File: src/rtl/core/response_defect_injector_core_defines.svh
// Assertion macros used by the core file response_defect_injector_core.sv.
`ifndef RESPONSE_DEFECT_INJECTOR_CORE_DEFINES_SVH
`define RESPONSE_DEFECT_INJECTOR_CORE_DEFINES_SVH
`ifndef SYNTHESIS
`define RDI_ASSERT_ALWAYS(label, clk, rst, cond) \
   label: assert property (@(posedge clk) disable iff (rst) (cond)) \
      else $error("rdi: invariant violated");
`define RDI_ASSERT_IMPLIES(label, clk, rst, ante, cons) \
   label: assert property (@(posedge clk) disable iff (rst) (ante) |-> (cons)) \
      else $error("rdi: implication violated");
`else
`define RDI_ASSERT_ALWAYS(label, clk, rst, cond)
`define RDI_ASSERT_IMPLIES(label, clk, rst, ante, cons)
`endif
`endif

File: src/rtl/core/rdi_pkg.sv
package rdi_pkg;

   localparam int SLOT_COUNT_DEFAULT = 64;
   localparam int BLOCK_REGS = 16;
   localparam int BYTE_INDEX_W = 6;
   localparam int SLOT_WORD_W = 19;

   localparam logic [BYTE_INDEX_W-1:0] DATA_END = BYTE_INDEX_W'(2 * BLOCK_REGS);
   localparam logic [BYTE_INDEX_W-1:0] FRAME_LAST = BYTE_INDEX_W'(2 * BLOCK_REGS + 1);

   localparam logic [15:0] CRC_POLY = 16'h1021;
   localparam logic [15:0] CRC_INIT = 16'hDEAD;
   localparam logic [8:0] MAX_X = 9'd319;
   localparam logic [7:0] MAX_Y = 8'd79;
   localparam logic [3:0] FULL_BLOCK_COUNT = 4'hF;

   localparam logic [7:0] POS_BASE_FIRST = 8'h70;
   localparam logic [7:0] POS_BASE_LAST = 8'hA0;
   localparam logic [7:0] STAT_BASE_FIRST = 8'hB0;
   localparam logic [7:0] STAT_BASE_LAST = 8'hE0;

   localparam logic [1:0] CMD_HEADER = 2'd0;
   localparam logic [1:0] CMD_BYTE = 2'd1;
   localparam logic [1:0] CMD_WRITE_SLOT = 2'd2;
   localparam logic [1:0] CMD_CLEAR = 2'd3;

   typedef struct packed {
      logic [1:0] cmd;
      logic [7:0] data_byte;
      logic [7:0] hctrl;
      logic [7:0] hadr;
      logic [5:0] slot;
      logic [8:0] pos_x;
      logic [7:0] pos_y;
      logic [2:0] status;
   } req_type;

   typedef struct packed {
      logic [7:0] out_byte;
      logic byte_replaced;
      logic frame_end;
   } rsp_type;

   typedef enum logic [2:0] {
      OP_NONE,
      OP_HEADER,
      OP_PASS,
      OP_DATA,
      OP_CRC
   } op_type;

   typedef struct packed {
      op_type op;
      logic subst;
      logic lo_sel;
      logic is_status;
      logic crc_hi;
      logic frame_end;
      logic [7:0] data_byte;
      logic [7:0] hadr;
      logic [15:0] crc_seed;
   } stage_type;

   function automatic logic [15:0] crc_byte(input logic [15:0] crc, input logic [7:0] b);
      logic [15:0] c;
      c = crc ^ {b, 8'h00};
      for (int i = 0; i < 8; i++) begin
         c = c[15] ? ((c << 1) ^ CRC_POLY) : (c << 1);
      end
      return c;
   endfunction

endpackage

File: src/rtl/core/rdi_ram.sv
module rdi_ram #(
   parameter int WIDTH = 8,
   parameter int DEPTH = 64
) (
   input  logic                     clock,
   input  logic                     wr_en,
   input  logic [$clog2(DEPTH)-1:0] wr_addr,
   input  logic [WIDTH-1:0]         wr_data,
   input  logic                     rd_en,
   input  logic [$clog2(DEPTH)-1:0] rd_addr,
   output logic [WIDTH-1:0]         rd_data
);

   logic [WIDTH-1:0] mem_ff [DEPTH];
   logic [WIDTH-1:0] rd_data_ff;

   always_ff @(posedge clock) begin
      if (wr_en) begin
         mem_ff[wr_addr] <= wr_data;
      end
      if (rd_en) begin
         rd_data_ff <= mem_ff[rd_addr];
      end
   end

   assign rd_data = rd_data_ff;

endmodule

File: src/rtl/core/rdi_rewrite.sv
module rdi_rewrite (
   input  rdi_pkg::stage_type                  stage,
   input  logic [rdi_pkg::SLOT_WORD_W-1:0]     slot_word,
   input  logic [15:0]                         crc_cur,
   output rdi_pkg::rsp_type                    result,
   output logic                                emit,
   output logic [15:0]                         crc_next
);

   logic [15:0] word;

   always_comb begin
      word = stage.is_status ? {13'd0, slot_word[18:16]} : slot_word[15:0];
      result.out_byte = stage.data_byte;
      result.byte_replaced = 1'b0;
      result.frame_end = 1'b0;
      emit = 1'b0;
      crc_next = crc_cur;
      case (stage.op)
         rdi_pkg::OP_HEADER: begin
            crc_next = rdi_pkg::crc_byte(stage.crc_seed, stage.hadr);
         end
         rdi_pkg::OP_PASS: begin
            emit = 1'b1;
         end
         rdi_pkg::OP_DATA: begin
            emit = 1'b1;
            if (stage.subst) begin
               result.out_byte = stage.lo_sel ? word[7:0] : word[15:8];
               result.byte_replaced = 1'b1;
            end
            crc_next = rdi_pkg::crc_byte(crc_cur, result.out_byte);
         end
         rdi_pkg::OP_CRC: begin
            emit = 1'b1;
            result.frame_end = stage.frame_end;
            if (stage.subst) begin
               result.out_byte = stage.crc_hi ? crc_cur[15:8] : crc_cur[7:0];
               result.byte_replaced = 1'b1;
            end
         end
         default: begin
            emit = 1'b0;
         end
      endcase
   end

endmodule

File: src/rtl/core/response_defect_injector_core.sv
// A response beat is registered in stage s1 and then in the output register for rsp.
// Throughput: one beat per cycle while rsp is not stalled; the slot word memory
// is read in the accept cycle and the CRC register is updated when s1 moves on.
// Reset is synchronous and active high; it clears the present bits, the frame
// state, the CRC and the enable register, and the block accepts beats at once.
`include "response_defect_injector_core_defines.svh"

module response_defect_injector_core #(
   parameter int SLOT_COUNT = rdi_pkg::SLOT_COUNT_DEFAULT
) (
   input  logic             clock,
   input  logic             reset,
   input  logic             csr_wr_en,
   input  logic             csr_wr_data,
   input  logic             req_valid,
   output logic             req_stall,
   input  rdi_pkg::req_type req_beat,
   output logic             rsp_valid,
   input  logic             rsp_stall,
   output rdi_pkg::rsp_type rsp_beat
);

   localparam int AW = $clog2(SLOT_COUNT);

   logic inject_enable_ff;
   logic [SLOT_COUNT-1:0] present_ff, present_in;
   logic [rdi_pkg::BYTE_INDEX_W-1:0] byte_index_ff, byte_index_in;
   logic frame_active_ff, frame_active_in;
   logic frame_targeted_ff, frame_targeted_in;
   logic [5:0] block_base_ff, block_base_in;
   logic block_is_status_ff, block_is_status_in;
   logic [15:0] crc_ff;
   logic s1_valid_ff, s1_valid_in;
   rdi_pkg::stage_type s1_ff, s1_in;
   logic rsp_valid_ff, rsp_valid_in;
   rdi_pkg::rsp_type rsp_ff, rsp_in;

   logic out_free, accept, s1_move;
   logic [AW-1:0] rd_addr;
   logic [rdi_pkg::SLOT_WORD_W-1:0] wr_word, slot_word;
   logic [8:0] x_clamped;
   logic [7:0] y_clamped;
   logic hdr_qual, pos_hit, stat_hit, block_any;
   logic [5:0] hdr_base;
   rdi_pkg::rsp_type result;
   logic emit;
   logic [15:0] crc_next;

   assign out_free = !rsp_valid_ff || !rsp_stall;
   assign req_stall = s1_valid_ff && !out_free;
   assign accept = req_valid && !req_stall;
   assign s1_move = s1_valid_ff && out_free;

   assign x_clamped = (req_beat.pos_x > rdi_pkg::MAX_X) ? rdi_pkg::MAX_X : req_beat.pos_x;
   assign y_clamped = (req_beat.pos_y > rdi_pkg::MAX_Y) ? rdi_pkg::MAX_Y : req_beat.pos_y;
   assign wr_word = {req_beat.status, y_clamped[6:0], x_clamped};
   assign rd_addr = AW'(block_base_ff) + AW'(byte_index_ff[rdi_pkg::BYTE_INDEX_W-1:1]);

   assign hdr_qual = req_beat.hctrl[7] && (req_beat.hctrl[4:1] == rdi_pkg::FULL_BLOCK_COUNT);
   assign pos_hit = (req_beat.hadr[3:0] == 4'd0) && (req_beat.hadr >= rdi_pkg::POS_BASE_FIRST)
      && (req_beat.hadr <= rdi_pkg::POS_BASE_LAST);
   assign stat_hit = (req_beat.hadr[3:0] == 4'd0) && (req_beat.hadr >= rdi_pkg::STAT_BASE_FIRST)
      && (req_beat.hadr <= rdi_pkg::STAT_BASE_LAST);
   assign hdr_base = stat_hit ? 6'(req_beat.hadr - rdi_pkg::STAT_BASE_FIRST)
                              : 6'(req_beat.hadr - rdi_pkg::POS_BASE_FIRST);
   assign block_any = |present_ff[AW'(hdr_base) +: rdi_pkg::BLOCK_REGS];

   rdi_ram #(
      .WIDTH(rdi_pkg::SLOT_WORD_W),
      .DEPTH(SLOT_COUNT)
   ) u_slot_ram (
      .clock  (clock),
      .wr_en  (accept && (req_beat.cmd == rdi_pkg::CMD_WRITE_SLOT)),
      .wr_addr(AW'(req_beat.slot)),
      .wr_data(wr_word),
      .rd_en  (accept && (req_beat.cmd == rdi_pkg::CMD_BYTE)),
      .rd_addr(rd_addr),
      .rd_data(slot_word)
   );

   always_comb begin
      present_in = present_ff;
      byte_index_in = byte_index_ff;
      frame_active_in = frame_active_ff;
      frame_targeted_in = frame_targeted_ff;
      block_base_in = block_base_ff;
      block_is_status_in = block_is_status_ff;
      s1_in = s1_ff;
      s1_in.op = rdi_pkg::OP_NONE;
      s1_in.subst = 1'b0;
      s1_in.lo_sel = byte_index_ff[0];
      s1_in.is_status = block_is_status_ff;
      s1_in.crc_hi = (byte_index_ff == rdi_pkg::DATA_END);
      s1_in.frame_end = 1'b0;
      s1_in.data_byte = req_beat.data_byte;
      s1_in.hadr = req_beat.hadr;
      s1_in.crc_seed = rdi_pkg::crc_byte(rdi_pkg::CRC_INIT, req_beat.hctrl);
      unique case (req_beat.cmd)
         rdi_pkg::CMD_HEADER: begin
            byte_index_in = '0;
            frame_active_in = hdr_qual;
            frame_targeted_in = hdr_qual && (pos_hit || stat_hit) && block_any;
            block_base_in = frame_targeted_in ? hdr_base : 6'd0;
            block_is_status_in = frame_targeted_in && stat_hit;
            s1_in.op = hdr_qual ? rdi_pkg::OP_HEADER : rdi_pkg::OP_NONE;
         end
         rdi_pkg::CMD_BYTE: begin
            s1_in.op = rdi_pkg::OP_PASS;
            if (inject_enable_ff && frame_active_ff) begin
               byte_index_in = byte_index_ff + 1'b1;
               if (byte_index_ff < rdi_pkg::DATA_END) begin
                  s1_in.op = rdi_pkg::OP_DATA;
                  s1_in.subst = frame_targeted_ff && present_ff[rd_addr];
               end else begin
                  s1_in.op = rdi_pkg::OP_CRC;
                  s1_in.subst = frame_targeted_ff;
                  if (byte_index_ff == rdi_pkg::FRAME_LAST) begin
                     s1_in.frame_end = 1'b1;
                     byte_index_in = '0;
                     frame_active_in = 1'b0;
                     frame_targeted_in = 1'b0;
                  end
               end
            end
         end
         rdi_pkg::CMD_WRITE_SLOT: begin
            present_in[AW'(req_beat.slot)] = 1'b1;
         end
         rdi_pkg::CMD_CLEAR: begin
            present_in = '0;
         end
         default: begin
            present_in = present_ff;
         end
      endcase
   end

   rdi_rewrite u_rewrite (
      .stage    (s1_ff),
      .slot_word(slot_word),
      .crc_cur  (crc_ff),
      .result   (result),
      .emit     (emit),
      .crc_next (crc_next)
   );

   always_comb begin
      s1_valid_in = s1_valid_ff;
      if (accept) begin
         s1_valid_in = 1'b1;
      end else if (s1_move) begin
         s1_valid_in = 1'b0;
      end
      rsp_valid_in = rsp_valid_ff;
      rsp_in = rsp_ff;
      if (out_free) begin
         rsp_valid_in = s1_move && emit;
         rsp_in = result;
      end
   end

   always_ff @(posedge clock) begin
      if (reset) begin
         inject_enable_ff <= 1'b0;
         present_ff <= '0;
         byte_index_ff <= '0;
         frame_active_ff <= 1'b0;
         frame_targeted_ff <= 1'b0;
         block_base_ff <= '0;
         block_is_status_ff <= 1'b0;
         crc_ff <= '0;
         s1_valid_ff <= 1'b0;
         rsp_valid_ff <= 1'b0;
      end else begin
         if (csr_wr_en) begin
            inject_enable_ff <= csr_wr_data;
         end
         if (accept) begin
            present_ff <= present_in;
            byte_index_ff <= byte_index_in;
            frame_active_ff <= frame_active_in;
            frame_targeted_ff <= frame_targeted_in;
            block_base_ff <= block_base_in;
            block_is_status_ff <= block_is_status_in;
         end
         if (s1_move) begin
            crc_ff <= crc_next;
         end
         s1_valid_ff <= s1_valid_in;
         rsp_valid_ff <= rsp_valid_in;
      end
   end

   always_ff @(posedge clock) begin
      if (accept) begin
         s1_ff <= s1_in;
      end
      rsp_ff <= rsp_in;
   end

   assign rsp_valid = rsp_valid_ff;
   assign rsp_beat = rsp_ff;

   `RDI_ASSERT_ALWAYS(a_index_bound, clock, reset, byte_index_ff <= rdi_pkg::FRAME_LAST)
   `RDI_ASSERT_IMPLIES(a_idle_frame, clock, reset, !frame_active_ff,
      (byte_index_ff == '0) && !frame_targeted_ff)
   `RDI_ASSERT_IMPLIES(a_end_on_crc, clock, reset, rsp_valid_ff && rsp_ff.frame_end,
      !frame_active_ff || (byte_index_ff < rdi_pkg::DATA_END))

endmodule

File: config.mk
export PLATFORM = sky130hd
export DESIGN_NAME = response_defect_injector_core
export DESIGN_NICKNAME = d
export VERILOG_FILES = /design/src/rtl/core/rdi_pkg.sv /design/src/rtl/core/rdi_ram.sv /design/src/rtl/core/rdi_rewrite.sv /design/src/rtl/core/response_defect_injector_core.sv
export VERILOG_INCLUDE_DIRS = /design/src /design/src/rtl/core
export SDC_FILE = /design/constraint.sdc
export NUM_CORES = 1
export LEC_CHECK = 0
export BUFFER_PORTS_ARGS = -buffer_cell sky130_fd_sc_hd__buf_2
export CAP_MARGIN = 20
export CORE_ASPECT_RATIO = 0.9
export CORE_UTILIZATION = 53
export DETAILED_ROUTE_END_ITERATION = 12
export PLACE_DENSITY = 0.77
export SYNTH_ARGS = -nofsm -noshare
export SYNTH_HDL_FRONTEND = slang
export SYNTH_SLANG_ARGS = --single-unit
export TNS_END_PERCENT = 50
File: constraint.sdc
create_clock -name clock -period 4.25 [get_ports clock]
set_input_delay 0.6375 -clock clock [delete_from_list [all_inputs] [get_ports clock]]
set_output_delay 0.6375 -clock clock [all_outputs]
set_load 0.01 [all_outputs]
==> metrics.cfg <==
[die]
core_area_mm2=0.104
boundaryPins=70
dieArea_mm2=0.106
dieWidth_um=344
rows=112
die_y_um=309
initial_core_util_pct=53.6

[worst_setup_path]
crit_fanout=80
path_buf_inv=2
cp_common_cell=mux4_2
slowest_stage=fa_4
setup.worst_path.class=flip-flop to flip-flop
startpoint=byte_index_ff[1]
cp_slowest_stage_delay_ps=910
worstSetupEndpointType=flip-flop
required_ps=4690
cpLargestDelayFamily=adder cells
critPathArrivalTime_ps=4490
reg2reg_slack_ps=200
r2r-start=byte_index_ff[1]
startpoint_type=flip-flop
path_cells=ha_4, inv_1, fa_4, buf_12, mux4_2, mux4_2, nor2b_1, a211oi_2, a21oi_1

[power]
seq_power_share_pct=54.1
p_switching_mw=5.65
comb_power_share_pct=3.1
p_sw_share_pct=20.5
power_frac_clock_pct=42.9
p_int_mw=22.0
vdd_drop_max_v=0.000419
power_mw=27.6
p_leak_nw=20.5
power_density_mw_per_mm2=438

[yosys]
synthMostInstantiatedCell=edfxtp_1
yosysWarnings=0
synth_ff_type=edfxtp_1
synth_top_area_share_pct=69.2
syn_inst=2760
synth-seq-area-share_pct=72.7
synth_nets=2829
yosysTopAreaCell=edfxtp_1
synth_edf_count=1282
synthesis.area_mm2=0.0557
synthArstFlopShare_pct=0
ys_top_cells_by_count=edfxtp_1 (1282), mux4_2 (409), nor2_1 (141)
avgSynthCellArea_um2=20.2
post_synth_num_cell_types=75
synth-seq-cells=1380
ys_top_cells_by_area=edfxtp_1 (69%), mux4_2 (17%), dfxtp_1 (3.5%), nor2_1 (0.95%), o21a_1 (0.93%)

[sta]
min_period_ps=4050
finalMaxSlewViolations=0
layout_setup_ws_ps=200
period_share_pct=95.3
fin_skew_ps=47.4
relSlewSlack_pct=26.4
worst_slew_pin_slew_ps=1100
setup_viol=0
fmax_ghz=0.247
timing.hold.ws_ps=77.8
rsz0062_at_grt=no
fin_setup_tns_ps=0
hold_violations=0

[placed_design]
place.gp.congestion=0.887
dpl_cell_area_mm2=0.0585
dpl_worst_slack_ps=-60.3
dp_hpwl_um=80300
io_buffers=69

[grt]
grt_pass1_wl_um=208000
grt_max_degree=81
grt.total_usage_pct=27.6
grt_overflow=0
grt_pass1_vias=29800
antenna_found_initial=8

[routing]
routed_via_density=6.69
drc=0
firstDrtPassIters=6
via_count=29700
drtIter0Drc=3723
routed_wl_um=145000
routedWlPerCell_um=32.7
final_antenna_net_count=0

[final_layout]
fillers=6921
drive_above_1_share_pct=30.3
design_area_mm2=0.0631
syn_to_final_growth_pct=13.4
layout.nets=3032

[run]
cap_violations=0

[clock_tree]
clk_pin_slew_ps=60
post_cts_buffers=0
clk_path_buf_depth=3
cts-root-buf=clkbuf_16
cts_tree=built
cts_made_buffers=132
cts_htree_levels=4
clk_latency_ps=750
cts.sinks=1380

[hold_path]
hp-start=req_beat[48]
hold_class=input pin to flip-flop

[run_status]
status=finished clean

-- per-layer routing --
| metal | wire length, um | up-vias | GRT usage [%] |
|---|---|---|---|
| met5 | 59 | - | 0 |
| met3 | 17200 | 313 | 6.99 |
| li1 | - | 11800 | - |
| met4 | 4900 | 10 | 10.5 |
| met1 | 53800 | 15500 | 37.9 |
| met2 | 69200 | 2045 | 43.1 |
-- stage by stage --
stage	util [%]	instances
CTS	60.5	4420
floorplan	-	2760
detailed placement	56.4	4185
global route	60.8	4432
global placement	56.4	4185
finish	60.8	4435
-- state kept, by name, indices dropped and copies added (netlist names), 6 cells and up --
name and cells:
u_slot_ram.mem_ff 1216, s1_ff 37, byte_index_ff 6, rsp_beat 10
crc_ff 16, present_ff 64, block_base_ff 6, u_slot_ram.rd_data 19
-- cell type report --
class	count	area, um^2	share of cell area [%]
well taps	1368	1710	2.71
multi-input cells	1195	14600	23.1
diodes	3	7.51	0.0119
flip-flops and latches	1380	40500	64.1
clock inverters	76	827	1.31
clock buffers	159	3490	5.52
repair buffers	220	1910	3.03
inverters	34	128	0.202
-- placed cells by master, fill, tap and decap left out, types with 29 or more instances in the layout --
cell       count
nor2b_1       32
mux2i_1       50
xor2_1        30
nor3_1        35
dfxtp_1       98
mux4_2       409
nor2_1        76
inv_1         31
nor2_2        64
edfxtp_1    1282
nand2_1       59
o21a_1        69
xnor2_1       29
buf_2         69
a21oi_1       70
buf_4        118
clkbuf_16    134
-- path summary, 6_finish.rpt --
kind                            cells past startpoint                     end
worst max-delay path                                9  u_slot_ram.rd_data[14]
worst min-delay path                                1               s1_ff[30]
worst max register to register                      9  u_slot_ram.rd_data[14]
worst min register to register                      0               s1_ff[34]
-- worst register-to-register path, delay by kind of cell (launching register included) --
family	cells	cell delay [ps]
fa+ha+maj	2	1090
buf+inv	2	480
simple gates	1	160
mux	2	880
compound gates	2	700
flops	1	470
-- kinds of logic (layout without fill, tap and decap cells) --
group | count (synthesis) | after routing | synth area share (%)
AOI/OAI and AO/OA | 282 | 282 | 3.47
buffers and inverters | 185 | 489 | 1.63
xor gates and xnor gates | 65 | 65 | 1.06
muxes | 468 | 468 | 17.6
DFF | 1380 | 1380 | 72.7
and+or+nand+nor | 369 | 369 | 3.26
adders and majority gates | 11 | 11 | 0.261
other | 0 | 3 | 0
-- power groups by stage --
stage	clock, mW	sequential [mW]	combinational [mW]
after floorplan	0	15.2	0.497
after global placement	0	15.2	0.762
after detailed placement	0	15.2	0.793
after CTS	11.9	14.9	0.801
after global routing	12.4	14.9	0.900
final	11.8	14.9	0.843
-- timing repair --
item | CTS | global route
hold buffers | 0 | 0
setup endpoints to repair | 2 | 1
pin swaps | 0 | 0
gates resized for setup | 2 | 1
gates cloned | 0 | 0
(Power assumes the default switching activity.)
